--- src/rtl/core/frame_deframer_crc32_check_core_macros.svh ---
// Assertion macros for the frame deframer core.
`ifndef FRAME_DEFRAMER_CRC32_CHECK_CORE_MACROS_SVH
`define FRAME_DEFRAMER_CRC32_CHECK_CORE_MACROS_SVH

`ifndef ASSERT_OFF

// Check prop on every rising edge, skipped while rst is high.
`define FDC_ASSERT(lbl, clk, rst, prop, msg) \
   lbl: assert property (@(posedge clk) disable iff (rst) prop) else $error(msg);

// Check prop on every rising edge, reset included.
`define FDC_ASSERT_ALWAYS(lbl, clk, prop, msg) \
   lbl: assert property (@(posedge clk) prop) else $error(msg);

`else

`define FDC_ASSERT(lbl, clk, rst, prop, msg)
`define FDC_ASSERT_ALWAYS(lbl, clk, prop, msg)

`endif

`endif

--- src/rtl/core/fdc_pkg.sv ---
// Shared types and constants of the frame deframer core.
`timescale 1ns / 1ps

package fdc_pkg;

   localparam logic [31:0] MAGIC_WORD    = 32'h444E_4152;
   localparam logic [32:0] HEADER_BYTES  = 33'd16;
   localparam logic [31:0] CRC_POLY      = 32'hEDB8_8320;
   localparam logic [31:0] CRC_INIT      = 32'hFFFF_FFFF;
   localparam logic [31:0] MAX_LEN_RESET = 32'd1048576;

   // Frame verdict codes
   localparam logic [1:0] STATUS_INCOMPLETE = 2'd0;
   localparam logic [1:0] STATUS_OK         = 2'd1;
   localparam logic [1:0] STATUS_INVALID    = 2'd2;

   typedef logic [7:0]  req_type;
   typedef logic [31:0] csr_type;

   typedef struct packed {
      logic        payload_valid;
      logic [7:0]  payload_byte;
      logic        frame_done;
      logic [1:0]  status;
      logic [15:0] version_out;
      logic [15:0] msg_kind;
      logic [32:0] frame_length;
   } rsp_type;

endpackage

--- src/rtl/core/fdc_stream_if.sv ---
// Valid/ready channel carrying one item of a given payload type.
`timescale 1ns / 1ps

interface fdc_stream_if #(
   parameter type payload_type = logic [7:0]
);
   logic        valid;
   logic        ready;
   payload_type payload;

   modport source (output valid, output payload, input ready);
   modport sink   (input valid, input payload, output ready);
endinterface

--- src/rtl/core/fdc_crc_step.sv ---
// One-byte update of the reflected CRC-32.
`timescale 1ns / 1ps

module fdc_crc_step
   import fdc_pkg::*;
(
   input  logic [31:0] crc_cur,
   input  logic [7:0]  data_byte,
   output logic [31:0] crc_next
);

   always_comb begin
      logic [31:0] c;
      c = crc_cur ^ {24'h0, data_byte};
      for (int k = 0; k < 8; k++) begin
         c = c[0] ? ((c >> 1) ^ CRC_POLY) : (c >> 1);
      end
      crc_next = c;
   end

endmodule

--- src/rtl/core/frame_deframer_crc32_check_core.sv ---
// Top level of the length-prefixed frame deframer with CRC-32 check.
//
//  channel | dir | handshake       | item
//  --------+-----+-----------------+----------------------------------------
//  req     | in  | valid && ready  | data_byte, one stream byte
//  rsp     | out | valid && ready  | payload byte, verdict, header fields
//  csr     | in  | valid && ready  | max_payload_len (ready is high out of reset)
//
// Throughput is one item per cycle unless rsp stalls: the byte sits in an input
// register, the header parse and the one-byte CRC step are combinational logic
// and the result lands in the output register.
// An accepted byte passes the input register and then the output register.
// A stalled rsp holds the output register; the input register keeps its byte
// and req.ready drops only when both registers are full and rsp stalls.
// Reset is synchronous, holds every ready low and returns the parser to
// header byte 0.
`timescale 1ns / 1ps
`include "frame_deframer_crc32_check_core_macros.svh"

module frame_deframer_crc32_check_core
   import fdc_pkg::*;
(
   input  logic         clock,
   input  logic         reset,
   fdc_stream_if.sink   req,
   fdc_stream_if.source rsp,
   fdc_stream_if.sink   csr
);

   // Parser phase codes
   localparam logic PHASE_HEADER  = 1'b0;
   localparam logic PHASE_PAYLOAD = 1'b1;

   // Input register
   logic       s1_valid_ff;
   logic [7:0] s1_byte_ff;

   // Parser state
   logic        phase_ff, phase_in;
   logic [3:0]  hdr_idx_ff, hdr_idx_in;
   logic [15:0] version_ff, version_in;
   logic [15:0] type_ff, type_in;
   logic [31:0] length_ff, length_in;
   logic [31:0] exp_crc_ff, exp_crc_in;
   logic [31:0] crc_ff, crc_in;
   logic [31:0] left_ff, left_in;
   logic [31:0] max_len_ff;

   // Output register
   logic    out_valid_ff;
   rsp_type out_data_ff;

   logic        advance;
   logic        req_fire;
   logic [31:0] crc_step;
   rsp_type     res;

   // Move the held byte forward when the output register is free or drains.
   assign advance  = s1_valid_ff && (!out_valid_ff || rsp.ready);
   assign req.ready = !reset && (!s1_valid_ff || advance);
   assign req_fire = req.valid && req.ready;

   assign csr.ready   = !reset;
   assign rsp.valid   = out_valid_ff;
   assign rsp.payload = out_data_ff;

   fdc_crc_step u_crc (
      .crc_cur   (crc_ff),
      .data_byte (s1_byte_ff),
      .crc_next  (crc_step)
   );

   // Parse one byte: header field capture or payload pass-through.
   always_comb begin
      logic ok;
      logic done;
      ok         = 1'b0;
      done       = 1'b0;
      phase_in   = phase_ff;
      hdr_idx_in = hdr_idx_ff;
      version_in = version_ff;
      type_in    = type_ff;
      length_in  = length_ff;
      exp_crc_in = exp_crc_ff;
      crc_in     = crc_ff;
      left_in    = left_ff;
      res        = '0;

      if (phase_ff == PHASE_PAYLOAD) begin
         res.payload_valid = 1'b1;
         res.payload_byte  = s1_byte_ff;
         crc_in            = crc_step;
         left_in           = left_ff - 32'd1;
         if (left_ff == 32'd1) begin
            // Last payload byte: compare the finished CRC.
            done = 1'b1;
            ok   = ((crc_step ^ CRC_INIT) == exp_crc_ff);
         end
      end else begin
         priority if (hdr_idx_ff < 4'd4) begin
            // Magic gathers in the length register.
            if (hdr_idx_ff == 4'd0) length_in = '0;
            length_in[{hdr_idx_ff[1:0], 3'b000} +: 8] = s1_byte_ff;
            if (hdr_idx_ff == 4'd3 && length_in != MAGIC_WORD) done = 1'b1;
         end else if (hdr_idx_ff < 4'd6) begin
            if (hdr_idx_ff == 4'd4) version_in = '0;
            version_in[{hdr_idx_ff[0], 3'b000} +: 8] = s1_byte_ff;
         end else if (hdr_idx_ff < 4'd8) begin
            if (hdr_idx_ff == 4'd6) type_in = '0;
            type_in[{hdr_idx_ff[0], 3'b000} +: 8] = s1_byte_ff;
         end else if (hdr_idx_ff < 4'd12) begin
            if (hdr_idx_ff == 4'd8) length_in = '0;
            length_in[{hdr_idx_ff[1:0], 3'b000} +: 8] = s1_byte_ff;
         end else begin
            if (hdr_idx_ff == 4'd12) exp_crc_in = '0;
            exp_crc_in[{hdr_idx_ff[1:0], 3'b000} +: 8] = s1_byte_ff;
            if (hdr_idx_ff == 4'd15) begin
               if (length_ff > max_len_ff) begin
                  done = 1'b1;
               end else if (length_ff == 32'd0) begin
                  // Empty payload: CRC of no bytes is zero.
                  done = 1'b1;
                  ok   = (exp_crc_in == 32'd0);
               end
            end
         end

         if (!done) begin
            if (hdr_idx_ff == 4'd15) begin
               phase_in   = PHASE_PAYLOAD;
               left_in    = length_ff;
               crc_in     = CRC_INIT;
               hdr_idx_in = '0;
            end else begin
               hdr_idx_in = hdr_idx_ff + 4'd1;
            end
         end
      end

      if (done) begin
         res.frame_done = 1'b1;
         res.status     = ok ? STATUS_OK : STATUS_INVALID;
         // Restart on the next byte.
         phase_in   = PHASE_HEADER;
         hdr_idx_in = '0;
         crc_in     = CRC_INIT;
         left_in    = '0;
      end

      if (ok) begin
         res.version_out  = version_in;
         res.msg_kind     = type_in;
         res.frame_length = {1'b0, length_in} + HEADER_BYTES;
      end
   end

   // Control registers
   always_ff @(posedge clock) begin
      if (reset) begin
         s1_valid_ff  <= 1'b0;
         out_valid_ff <= 1'b0;
         phase_ff     <= PHASE_HEADER;
         hdr_idx_ff   <= '0;
         crc_ff       <= CRC_INIT;
         left_ff      <= '0;
         max_len_ff   <= MAX_LEN_RESET;
      end else begin
         if (req_fire) begin
            s1_valid_ff <= 1'b1;
         end else if (advance) begin
            s1_valid_ff <= 1'b0;
         end

         if (advance) begin
            out_valid_ff <= 1'b1;
            phase_ff     <= phase_in;
            hdr_idx_ff   <= hdr_idx_in;
            crc_ff       <= crc_in;
            left_ff      <= left_in;
         end else if (rsp.ready) begin
            out_valid_ff <= 1'b0;
         end

         if (csr.valid) begin
            max_len_ff <= csr.payload;
         end
      end
   end

   // Payload registers
   always_ff @(posedge clock) begin
      if (req_fire) begin
         s1_byte_ff <= req.payload;
      end
      if (advance) begin
         out_data_ff <= res;
         version_ff  <= version_in;
         type_ff     <= type_in;
         length_ff   <= length_in;
         exp_crc_ff  <= exp_crc_in;
      end
   end

   // Terms the checks below look at
   logic out_done_ok;
   logic in_payload;
   logic out_stalled;

   assign out_done_ok = (out_data_ff.frame_done == (out_data_ff.status != STATUS_INCOMPLETE));
   assign in_payload  = (phase_ff == PHASE_PAYLOAD);
   assign out_stalled = s1_valid_ff && out_valid_ff && !rsp.ready;

   // A verdict is given exactly when the frame ends.
   `FDC_ASSERT(a_done_status, clock, reset, rsp.valid |-> out_done_ok, "verdict mismatch")

   // In the payload phase at least one byte is still owed.
   `FDC_ASSERT(a_left_nonzero, clock, reset, in_payload |-> left_ff != '0, "no bytes left")

   // The header counter rests at zero while payload flows.
   `FDC_ASSERT(a_idx_rest, clock, reset, in_payload |-> hdr_idx_ff == '0, "index moved")

   // Both registers full and the output stalled: no new item may enter.
   `FDC_ASSERT(a_full_stall, clock, reset, out_stalled |-> !req.ready, "item taken while full")

endmodule

--- src/flat_wrapper.sv ---
// flat-port wrapper written by rule: the top's interface ports become plain ports
module frame_deframer_crc32_check_core_flat import fdc_pkg::*;
  (clock, reset, req_valid, req_payload, req_ready, rsp_valid, rsp_payload, rsp_ready, csr_valid, csr_payload, csr_ready);
  fdc_stream_if #(.payload_type(req_type)) req_i ();
  fdc_stream_if #(.payload_type(rsp_type)) rsp_i ();
  fdc_stream_if #(.payload_type(csr_type)) csr_i ();
  input  logic clock;
  input  logic reset;
  input wire logic [$bits(req_i.valid)-1:0] req_valid;
  input wire logic [$bits(req_i.payload)-1:0] req_payload;
  output wire logic [$bits(req_i.ready)-1:0] req_ready;
  output wire logic [$bits(rsp_i.valid)-1:0] rsp_valid;
  output wire logic [$bits(rsp_i.payload)-1:0] rsp_payload;
  input wire logic [$bits(rsp_i.ready)-1:0] rsp_ready;
  input wire logic [$bits(csr_i.valid)-1:0] csr_valid;
  input wire logic [$bits(csr_i.payload)-1:0] csr_payload;
  output wire logic [$bits(csr_i.ready)-1:0] csr_ready;
  assign req_i.valid = req_valid;
  assign req_i.payload = req_payload;
  assign req_ready = req_i.ready;
  assign rsp_valid = rsp_i.valid;
  assign rsp_payload = rsp_i.payload;
  assign rsp_i.ready = rsp_ready;
  assign csr_i.valid = csr_valid;
  assign csr_i.payload = csr_payload;
  assign csr_ready = csr_i.ready;
  frame_deframer_crc32_check_core u_core (.clock(clock), .reset(reset), .req(req_i), .rsp(rsp_i), .csr(csr_i));
endmodule
--- config.mk ---
export PLATFORM = sky130hd
export DESIGN_NAME = frame_deframer_crc32_check_core_flat
export DESIGN_NICKNAME = d
export VERILOG_FILES = /design/src/rtl/core/fdc_pkg.sv /design/src/rtl/core/fdc_stream_if.sv /design/src/rtl/core/fdc_crc_step.sv /design/src/rtl/core/frame_deframer_crc32_check_core.sv /design/src/flat_wrapper.sv
export VERILOG_INCLUDE_DIRS = /design/src /design/src/rtl/core
export SDC_FILE = /design/constraint.sdc
export NUM_CORES = 1
export LEC_CHECK = 0
export ABC_AREA = 1
export BUFFER_PORTS_ARGS = -buffer_cell sky130_fd_sc_hd__buf_2
export CAP_MARGIN = 20
export CELL_PAD_IN_SITES_DETAIL_PLACEMENT = 0
export CELL_PAD_IN_SITES_GLOBAL_PLACEMENT = 2
export CORE_MARGIN = 2
export CORE_UTILIZATION = 40
export CTS_CLUSTER_DIAMETER = 150
export DETAILED_ROUTE_END_ITERATION = 8
export PLACE_DENSITY_LB_ADDON = 0.2
export SYNTH_ARGS = -nofsm -noshare
export SYNTH_HDL_FRONTEND = slang
export SYNTH_HIERARCHICAL = 1
export SYNTH_SLANG_ARGS = --single-unit
export TNS_END_PERCENT = 20
--- constraint.sdc ---
create_clock -name clock -period 9.82 [get_ports clock]
set_input_delay 2.455 -clock clock [delete_from_list [all_inputs] [get_ports clock]]
set_output_delay 2.455 -clock clock [all_outputs]
set_load 0.02 [all_outputs]
======== Word-level counts from Yosys, hierarchy flattened ========
Cells that the tools add are included.
storage, ports and cells
  flip-flop bits (word level) ............. 284
  input bits .............................. 45
  word-level logic and storage cells ...... 170
cells by class
  $add $sub $neg .......................... 5
  $lt $le $gt $ge ......................... 5
  eq/ne operators ......................... 12
  shifts and indexed selects .............. 4
  mux-type cells .......................... 92
  bitwise logic cells ..................... 15
  reduce and logical (&&, ||, !) cells .... 18
operators with widths
  operator                  number
  $mux W32                  36
  $mux W16                  16
  $not A13 Y14              8
  $bwmux W32                3
  $logic_not A32 Y1         2
  $add A32 B5 Y33 const B   1
  $bwmux W16                2
  $eq A32 B1 Y1 const B     1
  $eq A32 B32 Y1            1
  $gt A32 B32 Y1            1
  $ne A32 B31 Y1 const B    1
  $not A32 Y32              1
  $shift A8 B7 Y32 const A  1
  $shiftx A8 B7 Y32         1
  $sub A32 B1 Y32 const B   1
  $xor A32 B8 Y32           1
  $mux W1                   28
  $mux W4                   4
  $shift A8 B6 Y16 const A  1
  $shiftx A8 B6 Y16         1
  $eq A4 B4 Y1 const B      3
  $mux W9                   1
  $eq A4 B3 Y1 const B      2
  $lt A4 B3 Y1 const B      2
  other kinds (18)          32

======== Longest topological paths before layout ========
  depth in word-level cells ............... 23
  depth in mapped cells ................... 23
  gate-level depth less buffers ........... 20

======== Cells and area by module ========
The synthesis kept the hierarchy.
by module, submodules not included
  module                           instances  cells an instance  area an instance (um2)
  frame_deframer_crc32_check_core  1          1847               15557.4
  fdc_crc_step                     1          229                1222.4

======== Least setup slack after synthesis ========
OpenSTA, ideal clock, no wires.
  path kind ............................... input-to-reg
  start ................................... in rsp_ready
  end ..................................... reg u_core.hdr_idx_ff[3]
  library setup time ...................... 0.095 ns
  arrival time ............................ 6.318 ns
  setup slack ............................. 3.407 ns
  cell stages on the path ................. 8
  cell sequence ........................... inv_1 > nand2_1 > nand2_1 > inv_1 > nand2_1 > inv_1 > nand2_1 > a221oi_1
between the ends
  longest elaborated chain between the ends .. 3
ends and longest elaborated chain
  item                                RTL line                                text
  start: declaration                  flat_wrapper.sv:14                      input wire logic [$bits(rsp_i.ready)-1:0] rsp_ready;
  $logic_or A1 B1 Y1                  frame_deframer_crc32_check_core.sv:59   assign advance = s1_valid_ff && (!out_valid_ff || rsp.ready);
  $logic_and A1 B1 Y1                 frame_deframer_crc32_check_core.sv:59
  net u_core.advance                  frame_deframer_crc32_check_core.sv:53   logic advance;
  $reduce_and A3 Y1 (no source line)  n/a
  end signal: assignment              frame_deframer_crc32_check_core.sv:177  hdr_idx_ff <= hdr_idx_in;
  end: declaration                    frame_deframer_crc32_check_core.sv:40   logic [3:0] hdr_idx_ff, hdr_idx_in;
The timed path passes the listed nets, and every way through them passes these cells.
A chain may end at the register's enable or synchronous reset.

======== Worst setup path after layout ========
  start ................................... in reset
  end ..................................... out req_ready
between the ends
  longest elaborated chain between the ends .. 2
ends and longest elaborated chain
  item                 RTL line                               text
  start: declaration   flat_wrapper.sv:8                      input logic reset;
  $logic_not A1 Y1     frame_deframer_crc32_check_core.sv:60  assign req.ready = !reset && (!s1_valid_ff || advance);
  $logic_and A1 B1 Y1  frame_deframer_crc32_check_core.sv:60
  end: declaration     flat_wrapper.sv:11                     output wire logic [$bits(req_i.ready)-1:0] req_ready;
No other way between the ends.

==> reports/summary.md <==
The combined buffer and inverter count along the critical path was 6. Along the worst path, the maximum fanout reaches 70. After synthesis, the largest area contributor takes up 32.4% of total cell area. The flow ran to the end, and the final reports show no timing, DRC or antenna violations.

Pin count of the biggest net entering global routing: 71. On the critical path, the stage with the largest delay is an instance of sky130_fd_sc_hd__buf_4. After detailed routing, the met2 layer carries 24400 um of wire. The minimum period implied by the final worst setup slack was 6.50 ns; the placeable core area was 41700 sq um. Compared with the post-synthesis result, the final layout area differs by 12.7%. The most used flip-flop cell after synthesis is sky130_fd_sc_hd__edfxtp_1. The critical path goes through buf_2 > buf_4 > inv_1 > buf_4 > nand2_1 > inv_1 > buf_2. The mapped netlist covers 16800 sq um. The run gives 13500 as the number of global-route vias before repair. After detailed routing, the number of remaining DRC violations is 0. The kind of critical path was in -> out. The number of DRC markers in iteration 0 came out at 1051. The power per unit of standard cell area was 159 nW/um^2; the overall routed net length was 52100 um. VDD sags by at most 0.101 mV. Of the available clock period, the critical path in the final layout requires 66.2%. The data arrival time at the worst-slack endpoint was 4.05 ns.

The synthesized netlist net count was 2160. For the final net count, the log shows 2263. TritonCTS built the clock tree. For this run, the total global-route usage over all layers was measured as 23.8%. Hold repair after CTS inserted 0 buffers. Of the total power, the share spent switching nets is 26.3%. The tools report the number of antenna violations at the first check in global routing as 0. Headroom to the max-slew limit came out at 31.5%. In this run the static leakage power is 8.08 nW.

The number of synthesized flops with an enable pin works out to 181. The clock arrives with 0.0185 ns of skew. The critical path starts at reset. The logs give 0 for the number of maximum-capacitance constraint violations and 3.32 ns for the final worst setup slack. After legalization and detailed placement, the total HPWL measured 38000 um.

The wire length of the first global-routing pass is 80000 um, and the met3 wirelength from detailed routing is 2650 um. In this run the count of I/O pins placed on the die edge is 125. In this run, post-CTS repair resized a total of 0 instances. For the final design area excluding fillers, the log shows 18900 sq um.

The run gives 0 as the number of max-slew violations in the final report. By area the synthesized netlist is led by sky130_fd_sc_hd__edfxtp_1 (32%), sky130_fd_sc_hd__dfxtp_1 (12%), sky130_fd_sc_hd__nand2_1 (11%). OpenSTA, run right after detailed placement, puts the worst setup slack at 3.31 ns. The initial utilization of the core area, before any placement, comes to 40.3%. The total overflow left after global routing is 0. At the worst endpoint, the required time is 7.37 ns.

The layout cell share with drive strength beyond 1 came out at 17.1%. The highest metal layer carrying signal wires in the routed design is met4. Adding up every negative setup slack in the final design gives 0 ns. The startpoint identified for the worst hold timing path is u_core/crc_ff[29]$_SDFFE_PP1P_.

The clock latency at the later pin of the worst-skew pair was 0.55 ns. In this run, synthesis produced a sequential element count of 284. Yosys mapped the design onto 60 distinct sky130hd cell types. After clock tree synthesis, the setup repair step added 0 buffers. A synthesized cell averages 8.08 sq um. The die boundary width came out at 209 um. The H-tree was split into 2 levels.

For this run, the slowest stage of the critical path takes 0.77 ns. After floorplanning, the core was divided into 75 placement rows. The analysis attributes to net switching a power of 0.792 mW.

The repair_antennas step left the layout with diodes totalling 0. The number of setup violations in the final report came out at 0. For this block, the via count after detailed routing is 14200. The largest total area in the synthesized netlist belongs to sky130_fd_sc_hd__edfxtp_1.

Sequential cells were found to cover 44.7% of the synthesized design area. The detailed-routing wirelength on met1 came out at 23500 um. STA classifies the critical path endpoint as an output pin.

The clock passes through at most 3 buffers. The tools report the total CTS buffers as 35. The clock drives 284 sinks. Setup repair after global routing left no endpoint under its margin.

Routability-driven placement finished with a final weighted congestion of 0.876. Class of the worst hold path: reg -> reg. Synthesis produced 2076 cells. Count of filler cells inserted in the layout: 4248. Height of the die: 209 um. For the maximum frequency from static timing analysis, the log shows 154 MHz. Summing all placed instances gives a cell area of 17700 sq um. In this run the tool buffered the top-level ports with 124 buffer cells. Of the total power, combinational logic draws 10.8%.

Clock network fraction of design power: 44.8%. The internal portion of the total power is 2.22 mW. Root cell of the clock tree: sky130_fd_sc_hd__clkbuf_16. Critical path startpoint category: an input pin. The number of optimization iterations in the first detailed-route pass was 5. Mean routed wirelength per cell: 19.0 um. The floorplan step defined a die boundary enclosing 43600 sq um.

After detailed routing, the number of vias per cell comes to 5.17. The logs give 0 for the post-route antenna net violation count and 44.4% for the relative contribution of sequential cells to total power. After synthesis, the share of flip-flops with an asynchronous set or reset is 0%. The final number of hold-violating endpoints came out at 0.

The Yosys step of the flow raised 6 warnings. The cell family contributing the most delay on the critical path is buffers and inverters. The startpoint identified for the worst register-to-register timing path is u_core/hdr_idx_ff[0]$_SDFFE_PP0P_. Clock-pin slew was measured on the worst setup and hold paths at 0.05 ns. The worst-margin pin slew is 1.03 ns.
[per-stage QoR]
stage          utilization [%]  instances  hold slack, ns  power (mW)
2_1_floorplan                -       2076           0.433        1.58
3_3_place_gp              42.5       2681           0.449        1.69
3_5_place_dp              42.5       2681           0.456        1.69
4_1_cts                   45.4       2745           0.465        3.05
5_1_grt                   45.4       2745           0.482        3.13
6_report                  45.4       2745           0.461        3.01
[power groups by stage]
stage	clock network, mW	logic (mW)	registers [mW]
after global routing	1.42	0.363	1.34
final	1.35	0.324	1.34
after CTS	1.38	0.325	1.34
after detailed placement	0	0.324	1.36
after floorplan	0	0.212	1.37
after global placement	0	0.322	1.36
[cell usage after synthesis (all sizes together) (21+ instances only)]
cell type  instances
nand2            547
inv              283
nor2             202
edfxtp           181
a21oi            153
o21ai            146
nand3            123
dfxtp            103
xor2              50
ha                39
buf               37
clkbuf            33
nand4             30
nor3              27
xnor2             21
[sequential cells by signal, indices dropped and copies added, names as in the netlist]
register	cells
u_core/rsp.valid	1
u_core/hdr_idx_ff	4
u_core/exp_crc_ff	32
u_core/s1_byte_ff	8
u_core/in_payload	1
u_core/left_ff	32
u_core/crc_ff	32
u_core/rsp.payload	77
u_core/length_ff	32
u_core/type_ff	16
u_core/version_ff	16
u_core/max_len_ff	32
u_core/s1_valid_ff	1
[kinds of logic (layout without fill, tap and decap cells)]
| family | after synthesis | in the layout | synth area share [%] |
|---|---|---|---|
| AO/OA/AOI/OAI | 367 | 367 | 12.5 |
| AND/OR/NAND/NOR | 959 | 959 | 26.9 |
| buffers and inverters | 356 | 486 | 9.15 |
| adder cells (fa/ha/maj) | 39 | 39 | 2.91 |
| flip-flops | 284 | 284 | 44.7 |
| XOR/XNOR | 71 | 71 | 3.88 |
[cell type report]
class | instances | area (sq um) | area share [%]
Inverter | 286 | 1080 | 5.72
Multi-Input combinational cell | 1436 | 7750 | 41.0
Tap cell | 539 | 674 | 3.57
Clock buffer | 43 | 978 | 5.17
Clock inverter | 21 | 216 | 1.14
Sequential cell | 284 | 7500 | 39.6
Timing Repair Buffer | 136 | 711 | 3.76
[tightest hold or removal path, delay by kind of cell (launching register included)]
family	cells	cell delay [ns]
AOI/OAI and AO/OA	1	0.06
DFF	1	0.32
and+or+nand+nor	1	0.05
[placed cells by master, fill, tap and decap left out, types with 39 or more instances in the layout]
cell,instances
sky130_fd_sc_hd__nor2_1,167
sky130_fd_sc_hd__inv_1,266
sky130_fd_sc_hd__buf_2,124
sky130_fd_sc_hd__nand2_1,504
sky130_fd_sc_hd__nand3_1,85
sky130_fd_sc_hd__o21ai_0,127
sky130_fd_sc_hd__ha_1,39
sky130_fd_sc_hd__dfxtp_1,102
sky130_fd_sc_hd__edfxtp_1,181
sky130_fd_sc_hd__xor2_1,48
sky130_fd_sc_hd__a21oi_1,124
[path summary, 6_finish.rpt]
path	endpoint	slack, ns	cells past startpoint
worst max-delay path	req_ready	3.32	7
worst min-delay path	u_core/crc_ff[29]$_SDFFE_PP1P_	0.46	2
worst max register to register	u_core/left_ff[31]$_SDFFE_PP0P_	4.69	19
worst min register to register	u_core/crc_ff[29]$_SDFFE_PP1P_	0.46	2
[routing by layer]
layer,GRT usage (%),vias to the layer above
li1,-,7077
met1,32.1,6669
met2,39.7,372
met3,2.96,71
met4,8.28,0
met5,0,-
No activity file was read; power rests on OpenSTA's default activity.
